### src/hdl/nis_pkg.sv
// Package for the Newton integer square root unit.
// Holds field widths, the controller state type and the divider status struct.
// No dependencies.
`timescale 1ns / 1ps

package nis_pkg;

  localparam int unsigned OPERAND_WIDTH = 16;
  localparam int unsigned ROOT_WIDTH    = 9;

  typedef enum logic [2:0] {
    S_IDLE,
    S_START,
    S_DIV,
    S_UPDATE,
    S_DONE
  } nis_state_e;

  typedef struct packed {
    logic busy;
    logic done;
  } nis_div_status_t;

endpackage

### src/hdl/nis_operand_if.sv
// Request channel of the square root unit: valid/ready plus the operand.
// Depends on nis_pkg.
`timescale 1ns / 1ps

interface nis_operand_if
  import nis_pkg::*;
();
  logic                     valid;
  logic                     ready;
  logic [OPERAND_WIDTH-1:0] operand;

  modport source (output valid, output operand, input ready);
  modport sink   (input valid, input operand, output ready);
endinterface

### src/hdl/nis_root_if.sv
// Result channel of the square root unit: valid/ready plus the root.
// Depends on nis_pkg.
`timescale 1ns / 1ps

interface nis_root_if
  import nis_pkg::*;
();
  logic                  valid;
  logic                  ready;
  logic [ROOT_WIDTH-1:0] root;

  modport source (output valid, output root, input ready);
  modport sink   (input valid, input root, output ready);
endinterface

### src/hdl/newton_integer_sqrt16_unit.sv
// Integer square root by Newton rounds, one request at a time.
// A zero operand goes straight to the done state; otherwise each round starts the
// serial divider (one quotient bit per cycle), averages the guess with the quotient
// and stops once the guess drops by no more than one or the round count reaches
// 2 * DATA_WIDTH + 8. The next request is taken only after the result is loaded
// into the output register, so requests do not overlap.
// Reset clears the controller and the output valid flag.
// Depends on nis_pkg, nis_operand_if, nis_root_if and nis_div.
`timescale 1ns / 1ps

module newton_integer_sqrt16_unit
  import nis_pkg::*;
#(
  parameter int unsigned DATA_WIDTH = 16
) (
  input  logic          clk_i,
  input  logic          rst_ni,
  nis_operand_if.sink   operand_i,
  nis_root_if.source    root_o
);

  localparam int unsigned MAX_ROUNDS = 2 * DATA_WIDTH + 8;
  localparam int unsigned RND_W      = $clog2(MAX_ROUNDS + 1);

  nis_state_e            state_q, state_d;
  logic [DATA_WIDTH-1:0] value_q, value_d;
  logic [DATA_WIDTH-1:0] guess_q, guess_d;
  logic [RND_W-1:0]      rounds_q, rounds_d;
  logic                  out_valid_q, out_valid_d;
  logic [ROOT_WIDTH-1:0] root_q, root_d;

  logic                  in_ready;
  logic                  accept;
  logic                  div_start;
  logic                  out_load;
  logic                  finished;
  logic [DATA_WIDTH-1:0] in_value;
  logic [DATA_WIDTH-1:0] quotient;
  logic [DATA_WIDTH:0]   sum;
  logic [DATA_WIDTH-1:0] guess_new;
  logic [DATA_WIDTH-1:0] change;
  logic [RND_W-1:0]      rounds_next;
  nis_div_status_t       div_st;

  nis_div #(
    .DATA_WIDTH (DATA_WIDTH)
  ) u_div (
    .clk_i      (clk_i),
    .rst_ni     (rst_ni),
    .start_i    (div_start),
    .dividend_i (value_q),
    .divisor_i  (guess_q),
    .status_o   (div_st),
    .quotient_o (quotient)
  );

  assign in_value    = DATA_WIDTH'(operand_i.operand);
  assign accept      = operand_i.valid && in_ready;
  assign sum         = {1'b0, guess_q} + {1'b0, quotient};
  assign guess_new   = sum[DATA_WIDTH:1];
  // The change wraps, so a rising guess keeps the iteration going.
  assign change      = guess_q - guess_new;
  assign rounds_next = rounds_q + 1'b1;
  assign finished    = (change[DATA_WIDTH-1:1] == '0) ||
                       (rounds_next >= RND_W'(MAX_ROUNDS));

  // Next state.
  always_comb begin
    state_d = state_q;
    unique case (state_q)
      S_IDLE: begin
        if (operand_i.valid) begin
          state_d = (in_value == '0) ? S_DONE : S_START;
        end
      end
      S_START: state_d = S_DIV;
      S_DIV: begin
        if (div_st.done) begin
          state_d = S_UPDATE;
        end
      end
      S_UPDATE: state_d = finished ? S_DONE : S_START;
      S_DONE: begin
        if (!out_valid_q || root_o.ready) begin
          state_d = S_IDLE;
        end
      end
      default: state_d = S_IDLE;
    endcase
  end

  // Control outputs.
  always_comb begin
    in_ready  = 1'b0;
    div_start = 1'b0;
    out_load  = 1'b0;
    unique case (state_q)
      S_IDLE:   in_ready  = 1'b1;
      S_START:  div_start = 1'b1;
      S_DIV:    ;
      S_UPDATE: ;
      S_DONE:   out_load  = !out_valid_q || root_o.ready;
      default:  ;
    endcase
  end

  // Datapath.
  always_comb begin
    value_d     = value_q;
    guess_d     = guess_q;
    rounds_d    = rounds_q;
    root_d      = root_q;
    out_valid_d = out_valid_q;
    if (accept) begin
      value_d  = in_value;
      guess_d  = in_value;
      rounds_d = '0;
    end else if (state_q == S_UPDATE) begin
      guess_d  = guess_new;
      rounds_d = rounds_next;
    end
    if (out_load) begin
      root_d      = ROOT_WIDTH'(guess_q);
      out_valid_d = 1'b1;
    end else if (root_o.ready) begin
      out_valid_d = 1'b0;
    end
  end

  always_ff @(posedge clk_i or negedge rst_ni) begin
    if (!rst_ni) begin
      state_q     <= S_IDLE;
      rounds_q    <= '0;
      out_valid_q <= 1'b0;
    end else begin
      state_q     <= state_d;
      rounds_q    <= rounds_d;
      out_valid_q <= out_valid_d;
    end
  end

  always_ff @(posedge clk_i) begin
    value_q <= value_d;
    guess_q <= guess_d;
    root_q  <= root_d;
  end

  assign operand_i.ready = in_ready;
  assign root_o.valid    = out_valid_q;
  assign root_o.root     = root_q;

  a_no_zero_divisor: assert property (@(posedge clk_i) disable iff (!rst_ni)
    div_start |-> guess_q != '0)
    else $error("division started with a zero guess");

  a_done_in_div: assert property (@(posedge clk_i) disable iff (!rst_ni)
    div_st.done |-> state_q == S_DIV)
    else $error("divider finished outside the divide phase");

  a_result_from_done: assert property (@(posedge clk_i) disable iff (!rst_ni)
    $rose(out_valid_q) |-> $past(state_q) == S_DONE)
    else $error("result loaded outside the done phase");

  a_round_bound: assert property (@(posedge clk_i) disable iff (!rst_ni)
    rounds_q <= RND_W'(MAX_ROUNDS))
    else $error("round count beyond its bound");

endmodule

### src/hdl/nis_div.sv
// Bit-serial restoring divider, one quotient bit per cycle.
// Depends on nis_pkg for the status struct.
`timescale 1ns / 1ps

module nis_div
  import nis_pkg::*;
#(
  parameter int unsigned DATA_WIDTH = 16
) (
  input  logic                  clk_i,
  input  logic                  rst_ni,
  input  logic                  start_i,
  input  logic [DATA_WIDTH-1:0] dividend_i,
  input  logic [DATA_WIDTH-1:0] divisor_i,
  output nis_div_status_t       status_o,
  output logic [DATA_WIDTH-1:0] quotient_o
);

  localparam int unsigned CNT_W = $clog2(DATA_WIDTH);

  logic                  busy_q, busy_d;
  logic                  done_q, done_d;
  logic [CNT_W-1:0]      cnt_q, cnt_d;
  logic [DATA_WIDTH-1:0] rem_q, rem_d;
  logic [DATA_WIDTH-1:0] shreg_q, shreg_d;
  logic [DATA_WIDTH-1:0] divisor_q, divisor_d;
  logic [DATA_WIDTH:0]   rem_shift;
  logic [DATA_WIDTH:0]   rem_diff;
  logic                  fits;

  // Bring the next dividend bit into the partial remainder and try the subtract.
  assign rem_shift = {rem_q, shreg_q[DATA_WIDTH-1]};
  assign rem_diff  = rem_shift - {1'b0, divisor_q};
  assign fits      = ~rem_diff[DATA_WIDTH];

  always_comb begin
    busy_d    = busy_q;
    done_d    = 1'b0;
    cnt_d     = cnt_q;
    rem_d     = rem_q;
    shreg_d   = shreg_q;
    divisor_d = divisor_q;
    if (start_i) begin
      busy_d    = 1'b1;
      cnt_d     = CNT_W'(DATA_WIDTH - 1);
      rem_d     = '0;
      shreg_d   = dividend_i;
      divisor_d = divisor_i;
    end else if (busy_q) begin
      rem_d   = fits ? rem_diff[DATA_WIDTH-1:0] : rem_shift[DATA_WIDTH-1:0];
      shreg_d = {shreg_q[DATA_WIDTH-2:0], fits};
      cnt_d   = cnt_q - 1'b1;
      if (cnt_q == '0) begin
        busy_d = 1'b0;
        done_d = 1'b1;
      end
    end
  end

  always_ff @(posedge clk_i or negedge rst_ni) begin
    if (!rst_ni) begin
      busy_q <= 1'b0;
      done_q <= 1'b0;
      cnt_q  <= '0;
    end else begin
      busy_q <= busy_d;
      done_q <= done_d;
      cnt_q  <= cnt_d;
    end
  end

  always_ff @(posedge clk_i) begin
    rem_q     <= rem_d;
    shreg_q   <= shreg_d;
    divisor_q <= divisor_d;
  end

  assign status_o.busy = busy_q;
  assign status_o.done = done_q;
  assign quotient_o    = shreg_q;

  a_start_idle: assert property (@(posedge clk_i) disable iff (!rst_ni)
    start_i |-> !busy_q)
    else $error("divider started while busy");

  a_done_after_busy: assert property (@(posedge clk_i) disable iff (!rst_ni)
    done_q |-> $past(busy_q) && !busy_q)
    else $error("divider done without a running division");

  a_rem_bound: assert property (@(posedge clk_i) disable iff (!rst_ni)
    (done_q && divisor_q != '0) |-> rem_q < divisor_q)
    else $error("final remainder not below divisor");

endmodule

### src/flat_wrapper.sv
// flat-port wrapper written by rule: the top's interface ports become plain ports
module newton_integer_sqrt16_unit_flat import nis_pkg::*;
#(
  parameter int unsigned DATA_WIDTH = 16
)
  (clk_i, rst_ni, operand_i_valid, operand_i_operand, operand_i_ready, root_o_valid, root_o_root, root_o_ready);
  nis_operand_if operand_i_i ();
  nis_root_if root_o_i ();
  input  logic clk_i;
  input  logic rst_ni;
  input wire logic [$bits(operand_i_i.valid)-1:0] operand_i_valid;
  input wire logic [$bits(operand_i_i.operand)-1:0] operand_i_operand;
  output wire logic [$bits(operand_i_i.ready)-1:0] operand_i_ready;
  output wire logic [$bits(root_o_i.valid)-1:0] root_o_valid;
  output wire logic [$bits(root_o_i.root)-1:0] root_o_root;
  input wire logic [$bits(root_o_i.ready)-1:0] root_o_ready;
  assign operand_i_i.valid = operand_i_valid;
  assign operand_i_i.operand = operand_i_operand;
  assign operand_i_ready = operand_i_i.ready;
  assign root_o_valid = root_o_i.valid;
  assign root_o_root = root_o_i.root;
  assign root_o_i.ready = root_o_ready;
  newton_integer_sqrt16_unit #(.DATA_WIDTH(DATA_WIDTH)) u_core (.clk_i(clk_i), .rst_ni(rst_ni), .operand_i(operand_i_i), .root_o(root_o_i));
endmodule
### config.mk
export PLATFORM = sky130hd
export DESIGN_NAME = newton_integer_sqrt16_unit_flat
export DESIGN_NICKNAME = d
export VERILOG_FILES = /design/src/hdl/nis_pkg.sv /design/src/hdl/nis_operand_if.sv /design/src/hdl/nis_root_if.sv /design/src/hdl/newton_integer_sqrt16_unit.sv /design/src/hdl/nis_div.sv /design/src/flat_wrapper.sv
export SDC_FILE = /design/constraint.sdc
export NUM_CORES = 1
export LEC_CHECK = 0
export BUFFER_PORTS_ARGS = -buffer_cell sky130_fd_sc_hd__buf_2
export CAP_MARGIN = 20
export CORE_MARGIN = 3
export CORE_UTILIZATION = 49
export DETAILED_ROUTE_END_ITERATION = 8
export PLACE_DENSITY_LB_ADDON = 0.08
export SKIP_LAST_GASP = 1
export SYNTH_ARGS = -nofsm -noshare
export SYNTH_HDL_FRONTEND = slang
export SYNTH_SLANG_ARGS = --single-unit
### constraint.sdc
create_clock -name clk_i -period 4.6 [get_ports clk_i]
set_input_delay 0.69 -clock clk_i [delete_from_list [all_inputs] [get_ports clk_i]]
set_output_delay 0.69 -clock clk_i [all_outputs]
set_load 0.02 [all_outputs]
==> reports/metrics.cfg, run 1 <==
[run_status]
status=completed

[global_routing]
antenna_found_initial=0
overflow=0
grt_pass1_wl_mm=24.8
grt_max_degree=47
grt_usage_pct=21.4
grt_pass1_vias=4974

[worst_setup_path]
crit_top_cell=a21o_1
critical_path.cell_chain=buf_4 > inv_1 > fa_1 > nor2b_4 > o21ai_2 > o221ai_2 > and3_4 > o21ai_0 > nand2b_1 > xnor2_1 > ha_1 > a21o_1 > a21o_1 > a21o_1 > a21oi_1 > nand3_1 > mux2i_1 > or4_4 > o31ai_2
endpoint_kind=flop
cp_top_family=compound AO/OA/AOI/OAI gates
crit_arrival_ps=4550
path_max_fanout=6
critPathRequiredTime_ps=4870
critPathLaunchType=flop
slowest_stage=or4_4
critPathBufInv=2
max_stage_delay_ps=530
setup.worst_path.class=flop to flop

[final_layout]
final_cell_mix=nand2_1, edfxtp_1, o21ai_0
drive_above_1_share_pct=10.5
syn2layout_area_growth_pct=10.5
layout.cells.non_filler=869
num_antenna_cells=0
final_common_cell=nand2_1
finalNetCount=762

[floorplan]
die_y_um=121
core_um2=12700
chipWidth_um=121
start_util_pct=50.7
fp-row-count=41
dieArea_um2=14600
ios=31

[clock_network]
cts_tree=built
clk_pin_slew_ps=80
cts.path.max_buffers=2
htreeDepth=3
hold_buffers=0
cts-root-buf=clkbuf_16
clock_latency_ps=350
cts_buffers=9
numClockSinks=105

[worst_hold_path]
hp-class=primary input to asynchronous set/reset pin

[timing]
drv_slew=0
max_freq_mhz=234
hold_viol=0
worst_slew_pin_slew_ps=809
fin_crit_sh_pct=93.0
setup_ws_ps=324
relSlewSlack_pct=45.6
finalClockSkew_ps=8.25
period_needed_ps=4280
finalSetupViolations=0

[placement]
dp_cells=852
portBuffers=30
pre_cts_slack_ps=172
gp_congestion=0.909
hpwl_mm=11.1

[routing]
vias=5064
first_iter_violations=375
routed_wirelength_mm=15.0
drc=0
first_pass_iters=5
ant_nets=0
vias_per_cell=5.83
wl_per_cell_um=17.3

[synth]
synth_edf_count=73
async_flop_share_pct=15.2
synth_ff_type=edfxtp_1
synth_nets=731
synth_area_um2=6450
avgSynthCellArea_um2=9.75
yosysSeqAreaShare_pct=45.2
yosysWarnings=0
syn_inst=661
ys_types=70
yosys_register_bits=105

[run]
cap_violations=0

per-layer routing:
metal	track usage [%]	vias to the layer above	wire length, um
met4	7.15	0	319
met3	3.37	20	516
met2	35.6	109	7280
li1	-	2482	-
met1	28.7	2453	6930
met5	0	-	0
state kept, by name, summed over array words and instances, names as in the netlist:
| register | count |
|---|---|
| u_core.rounds_q | 6 |
| u_core.guess_q | 16 |
| u_core.u_div.done_q | 1 |
| u_core.state_q | 3 |
| u_core.u_div.rem_q | 16 |
| u_core.u_div.busy_q | 1 |
| u_core.u_div.divisor_q | 16 |
| u_core.u_div.quotient_o | 16 |
| u_core.root_o.valid | 1 |
| u_core.root_o.root | 9 |
| u_core.value_q | 16 |
| u_core.u_div.cnt_q | 4 |
path summary, 6_finish.rpt:
kind / slack (ps) / startpoint / endpoint / cells after the start
max: 320 / u_core.guess_q[1] / u_core.state_q[2] / 19
min: 260 / rst_ni / u_core.rounds_q[0] / 1
max reg2reg: 320 / u_core.guess_q[1] / u_core.state_q[2] / 19
min reg2reg: 500 / u_core.u_div.cnt_q[3] / u_core.u_div.done_q / 1
max in group asynchronous: 4040 / rst_ni / u_core.u_div.cnt_q[1] / 1
min in group clk_i: 500 / u_core.u_div.cnt_q[3] / u_core.u_div.done_q / 1
final cells by class:
type	instances	area [um^2]
clock buffers	9	225
clock inverters	7	77.6
fillers	1162	5600
inverters	40	150
multi-input cells	498	3330
flip-flops and latches	105	2910
well taps	172	215
repair buffers	38	210
Yosys cell counts (13+ instances only):
| master | count | share of area, % |
|---|---|---|
| nand2_1 | 99 | 5.8 |
| edfxtp_1 | 73 | 34 |
| a21oi_1 | 48 | 3.7 |
| o21ai_0 | 48 | 3.7 |
| ha_1 | 47 | 9.1 |
| inv_1 | 40 | 2.3 |
| nor2_1 | 27 | 1.6 |
| xnor2_1 | 23 | 3.1 |
| clkbuf_1 | 16 | 0.93 |
| dfrtp_1 | 16 | 6.2 |
| dfxtp_1 | 16 | 5.0 |
| nand2b_1 | 15 | 1.5 |
| nand3_1 | 15 | 1.2 |
| mux2i_1 | 14 | 2.2 |
| nor3_1 | 14 | 1.1 |
| xor2_1 | 13 | 1.8 |
timing repair:
action                                 in CTS  in global routing
gates resized for setup                     0                  4
endpoints found under the hold margin       0                  0
setup endpoints to repair                   0                  2
setup buffers                               0                  1
through the flow:
step / hold slack [ps] / util, % / cell area (um^2) / TNS (ps)
floorplan: 394 / - / 6450 / 0
global placement: 469 / 53.4 / 6800 / 0
detailed placement: 482 / 53.4 / 6800 / 0
CTS: 260 / 55.8 / 7100 / 0
global route: 273 / 56.0 / 7130 / -2.18
finish: 260 / 56.0 / 7130 / 0
logic make-up (layout without fill, tap and decap cells):
group / Yosys count / in the layout / synth area share (%)
xor+xnor: 36 / 36 / 4.89
compound gates: 171 / 171 / 16.8
mux: 14 / 14 / 2.17
fa+ha+maj: 50 / 50 / 10.1
buf+inv: 58 / 94 / 3.45
flops: 105 / 105 / 45.2
simple gates: 227 / 227 / 17.4
Power of run 1 is not shown: default switching activity piles up to over one toggle a cycle in this logic, so the estimate is an artifact.
==> run 2, diff against run 1 <==
- PLACE_DENSITY_LB_ADDON: 0.08 -> 0.05
- clock period: 4.6 -> 4.8 ns (I/O delays scaled with it)
==> run 2 against run 1 <==
Via count fell by 0.43%; sequential cell count unchanged; critical path type unchanged; maximum frequency decreased by 5.9%; cell area rose by 0.51%; largest cell class unchanged; critical endpoint unchanged; critical path depth decreased by 1.
==> reports/metrics.cfg, run 2 (synthesized netlist as in run 1, its figures left out) <==
[placement]
portBuffers=30  ; unchanged
dp_cells=851  ; -0.12%
hpwl_mm=11.0  ; -0.40%
gp_congestion=0.941  ; +3.6%
placed_area_um2=6790  ; -0.11%

[final_layout]
fin_area_um2=7160  ; +0.51%
num_antenna_cells=0  ; unchanged
layout.cells.non_filler=871  ; +0.23%
drive_above_1_share_pct=10.4  ; -0.030 points
final_common_cell=nand2_1
finalNetCount=764  ; +0.26%
syn2layout_area_growth_pct=11.1
final_cell_mix=nand2_1, edfxtp_1, a21oi_1, o21ai_0, ha_1

[routing]
drc=0  ; unchanged
wl_per_cell_um=17.1  ; -0.95%
vias=5042  ; -0.43%
first_iter_violations=412  ; +9.9%
routed_wirelength_mm=14.9  ; -0.72%
ant_nets=0  ; unchanged
first_pass_iters=5  ; unchanged
vias_per_cell=5.79  ; -0.66%

[floorplan]
ios=31  ; unchanged
start_util_pct=50.7  ; unchanged
core_um2=12700  ; unchanged
chipWidth_um=121  ; unchanged
die_y_um=121  ; unchanged
fp-row-count=41  ; unchanged
dieArea_um2=14600  ; unchanged

[global_routing]
overflow=0  ; unchanged
grt_pass1_vias=4843  ; -2.6%
grt_pass1_wl_mm=24.2  ; -2.5%
grt_usage_pct=21.0  ; -0.39 points
antenna_found_initial=0  ; unchanged
grt_max_degree=46  ; -2.1%

[timing]
relSlewSlack_pct=49.9  ; +4.3 points
drv_slew=0  ; unchanged
fin_crit_sh_pct=94.6  ; +1.7 points
grt_setup_unrepaired=no
max_freq_mhz=220  ; -5.9%
finalSetupViolations=0  ; unchanged
worst_slew_pin_slew_ps=751  ; -57.9 ps
period_needed_ps=4540  ; +267 ps
setup_tns_ps=0  ; unchanged
holdWs_ps=286  ; +26.3 ps
finalClockSkew_ps=6.25  ; -2.00 ps
hold_viol=0  ; unchanged

[clock_network]
clock_latency_ps=350  ; about the same
clk_pin_slew_ps=70  ; about the same
numClockSinks=105  ; unchanged
htreeDepth=3  ; unchanged
cts.path.max_buffers=2  ; unchanged
cts-root-buf=clkbuf_16
cts_buffers=9  ; unchanged
cts_tree=built

[worst_setup_path]
crit_arrival_ps=4810  ; +260 ps
max_stage_delay_ps=480  ; -50 ps
path_max_fanout=6  ; unchanged
slowest_stage=or4_4
setup.worst_path.class=flop to flop
critPathLaunchType=flop
crit_top_cell=a21oi_1
critPathRequiredTime_ps=5060  ; +190 ps
critical_path.cell_chain=ha_1 > a31o_2 > a21oi_1 > o21bai_1 > a21oi_1 > nand2b_1 > a21oi_1 > a211oi_2 > xor2_1 > ha_1 > nand2_1 > a221oi_1 > o2111ai_1 > nor4_2 > o2111ai_1 > a31o_1 > or4_4 > o31ai_2
endpoint_kind=flop

[run]
cap_violations=0  ; unchanged

[worst_hold_path]
hp-class=primary input to asynchronous set/reset pin

[run_status]
status=completed

[run 2: changes by cell type in the layout (fill, tap and decap cells not counted), sizes merged]
cell and delta:
buf +2, clkinv -2, bufinv +1, clkbuf +1, clkinvlp -1, inv +1
[run 2: routing by layer]
metal | part of all wire [%] | vias up | global-route usage (%)
li1 | - | 2494 | -
met1 | 47 | 2378 | 29.2
met2 | 45 | 141 | 32.4
met3 | 4.9 | 29 | 4.12
met4 | 2.6 | 0 | 8.50
met5 | 0 | - | 0
[run 2: path summary, 6_finish.rpt]
check	end	depth (start not counted)	startpoint	slack, ps
worst max-delay path	u_core.state_q[2]	18	u_core.guess_q[1]	260
worst min-delay path	u_core.rounds_q[0]	1	rst_ni	290
worst max register to register	u_core.state_q[2]	18	u_core.guess_q[1]	260
worst min register to register	u_core.u_div.done_q	1	u_core.u_div.cnt_q[3]	500
max in group asynchronous	u_core.u_div.cnt_q[1]	1	rst_ni	4230
min in group clk_i	u_core.u_div.done_q	1	u_core.u_div.cnt_q[3]	500
[run 2: repair_timing]
item / 4_1_cts / 5_1_grt
gates resized for setup: 0 / 3
endpoints found under the setup margin: 0 / 2
setup buffers: 0 / 4
hold buffers: 0 / 0
[run 2: layout make-up]
class / count / area, um^2
clock buffers: 10 / 229
clock inverters: 6 / 97.6
fillers: 1175 / 5560
inverters: 40 / 150
multi-input cells: 498 / 3330
flip-flops and latches: 105 / 2910
well taps: 172 / 215
repair buffers: 40 / 225
[run 2: critical path, delay by kind of cell, from the launching register on]
kind	cells	cell delay, ps
xor+xnor	1	120
flops	1	460
fa+ha+maj	2	680
compound gates	11	2110
simple gates	4	1080
[run 2: through the flow]
step                      worst slack, ps  utilization [%]
after CTS                            86.2             56.0
after detailed placement              122             53.4
after global placement                386             53.4
after global routing                 5.30             56.3
final                                 257             56.3
after floorplan                       711                -
Power of run 2 is left out for the same reason.
==> run 3, diff against run 2 <==
- CTS_CLUSTER_SIZE: not set -> 40
- REMOVE_ABC_BUFFERS: not set -> 1
- SLEW_MARGIN: not set -> 20
==> run 3 against run 2 <==
Worst setup slack improved by 61 ps; non-clock buffer count shrank 2; first-iteration DRC count shrank 34%; register-to-register slack improved by 60 ps; global-route usage shrank 0.71 points; maximum frequency rose by 1.4%; die area unchanged; critical endpoint unchanged.
==> reports/metrics.cfg, run 3 (synthesized netlist as in run 1, its figures left out) <==
[timing]
fin_crit_sh_pct=93.4  ; -1.3 points
drv_slew=0  ; unchanged
holdWs_ps=278  ; -8.23 ps
hold_viol=0  ; unchanged
finalClockSkew_ps=8.85  ; +2.60 ps
relSlewSlack_pct=34.5  ; -15 points
finalSetupViolations=0  ; unchanged
max_freq_mhz=223  ; +1.4%
worst_slew_pin_slew_ps=982  ; +231 ps
grt_setup_unrepaired=no
period_needed_ps=4480  ; -60.9 ps
setup_tns_ps=0  ; unchanged

[floorplan]
ios=31  ; unchanged
dieArea_um2=14600  ; unchanged
fp-row-count=41  ; unchanged
die_y_um=121  ; unchanged
core_um2=12700  ; unchanged
chipWidth_um=121  ; unchanged
start_util_pct=50.7  ; unchanged

[worst_setup_path]
critPathLaunchType=flop
setup.worst_path.class=flop to flop
critPathRequiredTime_ps=5060  ; about the same
crit_arrival_ps=4740  ; -70 ps
r2r_slack_ps=320  ; +60 ps
r2r_cells=18  ; unchanged
endpoint_kind=flop
path_max_fanout=6  ; unchanged
worstSetupStartpoint=u_core.guess_q[1]
worstReg2RegEnd=u_core.state_q[2]
rr_startpoint=u_core.guess_q[1]

[routing]
vias_per_cell=5.81  ; +0.39%
first_pass_iters=7  ; +2
routed_wirelength_mm=14.4  ; -3.3%
wl_per_cell_um=16.6  ; -3.1%
drc=0  ; unchanged
vias=5050  ; +0.16%
first_iter_violations=272  ; -34%
ant_nets=0  ; unchanged

[final_layout]
syn2layout_area_growth_pct=9.94
n_fill_cell=1157  ; -1.5%
drive_above_1_share_pct=9.90  ; -0.54 points
final_common_cell=nand2_1
num_antenna_cells=0  ; unchanged
finalNetCount=762  ; -0.26%
final_cell_mix=nand2_1, edfxtp_1, o21ai_0

[worst_hold_path]
hp-class=primary input to asynchronous set/reset pin

[clock_network]
clk_pin_slew_ps=70  ; about the same
cts-root-buf=clkbuf_16
htreeDepth=3  ; unchanged
cts.path.max_buffers=2  ; unchanged
cts_buffers=9  ; unchanged
cts_tree=built
clock_latency_ps=350  ; about the same
numClockSinks=105  ; unchanged

[run_status]
status=completed

[global_routing]
grt_pass1_wl_mm=23.4  ; -3.1%
grt_pass1_vias=4752  ; -1.9%
antenna_found_initial=0  ; unchanged
overflow=0  ; unchanged
grt_max_degree=46  ; unchanged
grt_usage_pct=20.3  ; -0.71 points

[placement]
hpwl_mm=10.6  ; -4.1%
portBuffers=30  ; unchanged
gp_congestion=0.925  ; -1.7%

[run]
cap_violations=0  ; unchanged

==> run 3: cell count changes in the layout (fill, tap and decap cells not counted), sizes merged <==
cell      delta
buf          -2
bufinv       -2
clkinv       +2
clkinvlp     +1
inv          -1
==> run 3: how the worst max path moves through the flow <==
stage,cells past startpoint,to,slack (ps)
finish,18,u_core.state_q[2],320
CTS,18,u_core.state_q[2],250
global route,19,u_core.state_q[2],9
detailed placement,18,u_core.state_q[2],210
global placement,18,u_core.state_q[2],400
floorplan,18,u_core.state_q[2],710
==> run 3: timing repair <==
| item | CTS | global route |
|---|---|---|
| setup buffers | 0 | 3 |
| resized for setup | 0 | 3 |
| setup endpoints to repair | 0 | 2 |
| hold buffers | 0 | 0 |
==> run 3: area by class of cell <==
type	count	area, um^2	share of cell area (%)
flip-flops and latches	105	2910	41.1
clock buffers	10	229	3.23
multi-input cells	498	3330	47.0
inverters	40	150	2.12
clock inverters	6	41.3	0.583
repair buffers	38	210	2.97
well taps	172	215	3.04
==> run 3: worst max-delay path: stages (launching register included) <==
cell	delay, ps
edfxtp_1	480
ha_1	310
a31o_2	200
a21oi_1	210
o21bai_1	110
a21oi_2	180
nand2b_1	150
a21oi_1	140
a211oi_2	230
xor2_1	120
ha_1	360
nand2_1	100
a221oi_1	270
o2111ai_1	160
nor4_1	290
o2111ai_1	150
a31o_1	230
or4_4	480
o31ai_2	190
==> run 3: per-stage QoR <==
step	cells	util, %	setup slack (ps)	instance area, um^2
after CTS	866	55.4	250	7050
after global routing	869	55.7	9.25	7090
after global placement	850	53.3	397	6780
after detailed placement	850	53.3	211	6780
after floorplan	643	-	711	6370
final	869	55.7	318	7090
==> run 3: layer usage <==
layer	share of wire (%)	global-route usage (%)	vias up
li1	-	-	2482
met1	47	27.6	2423
met2	47	32.4	121
met3	3.5	3.88	24
met4	1.9	7.65	0
met5	0	0	-
Power of run 3 is left out for the same reason.
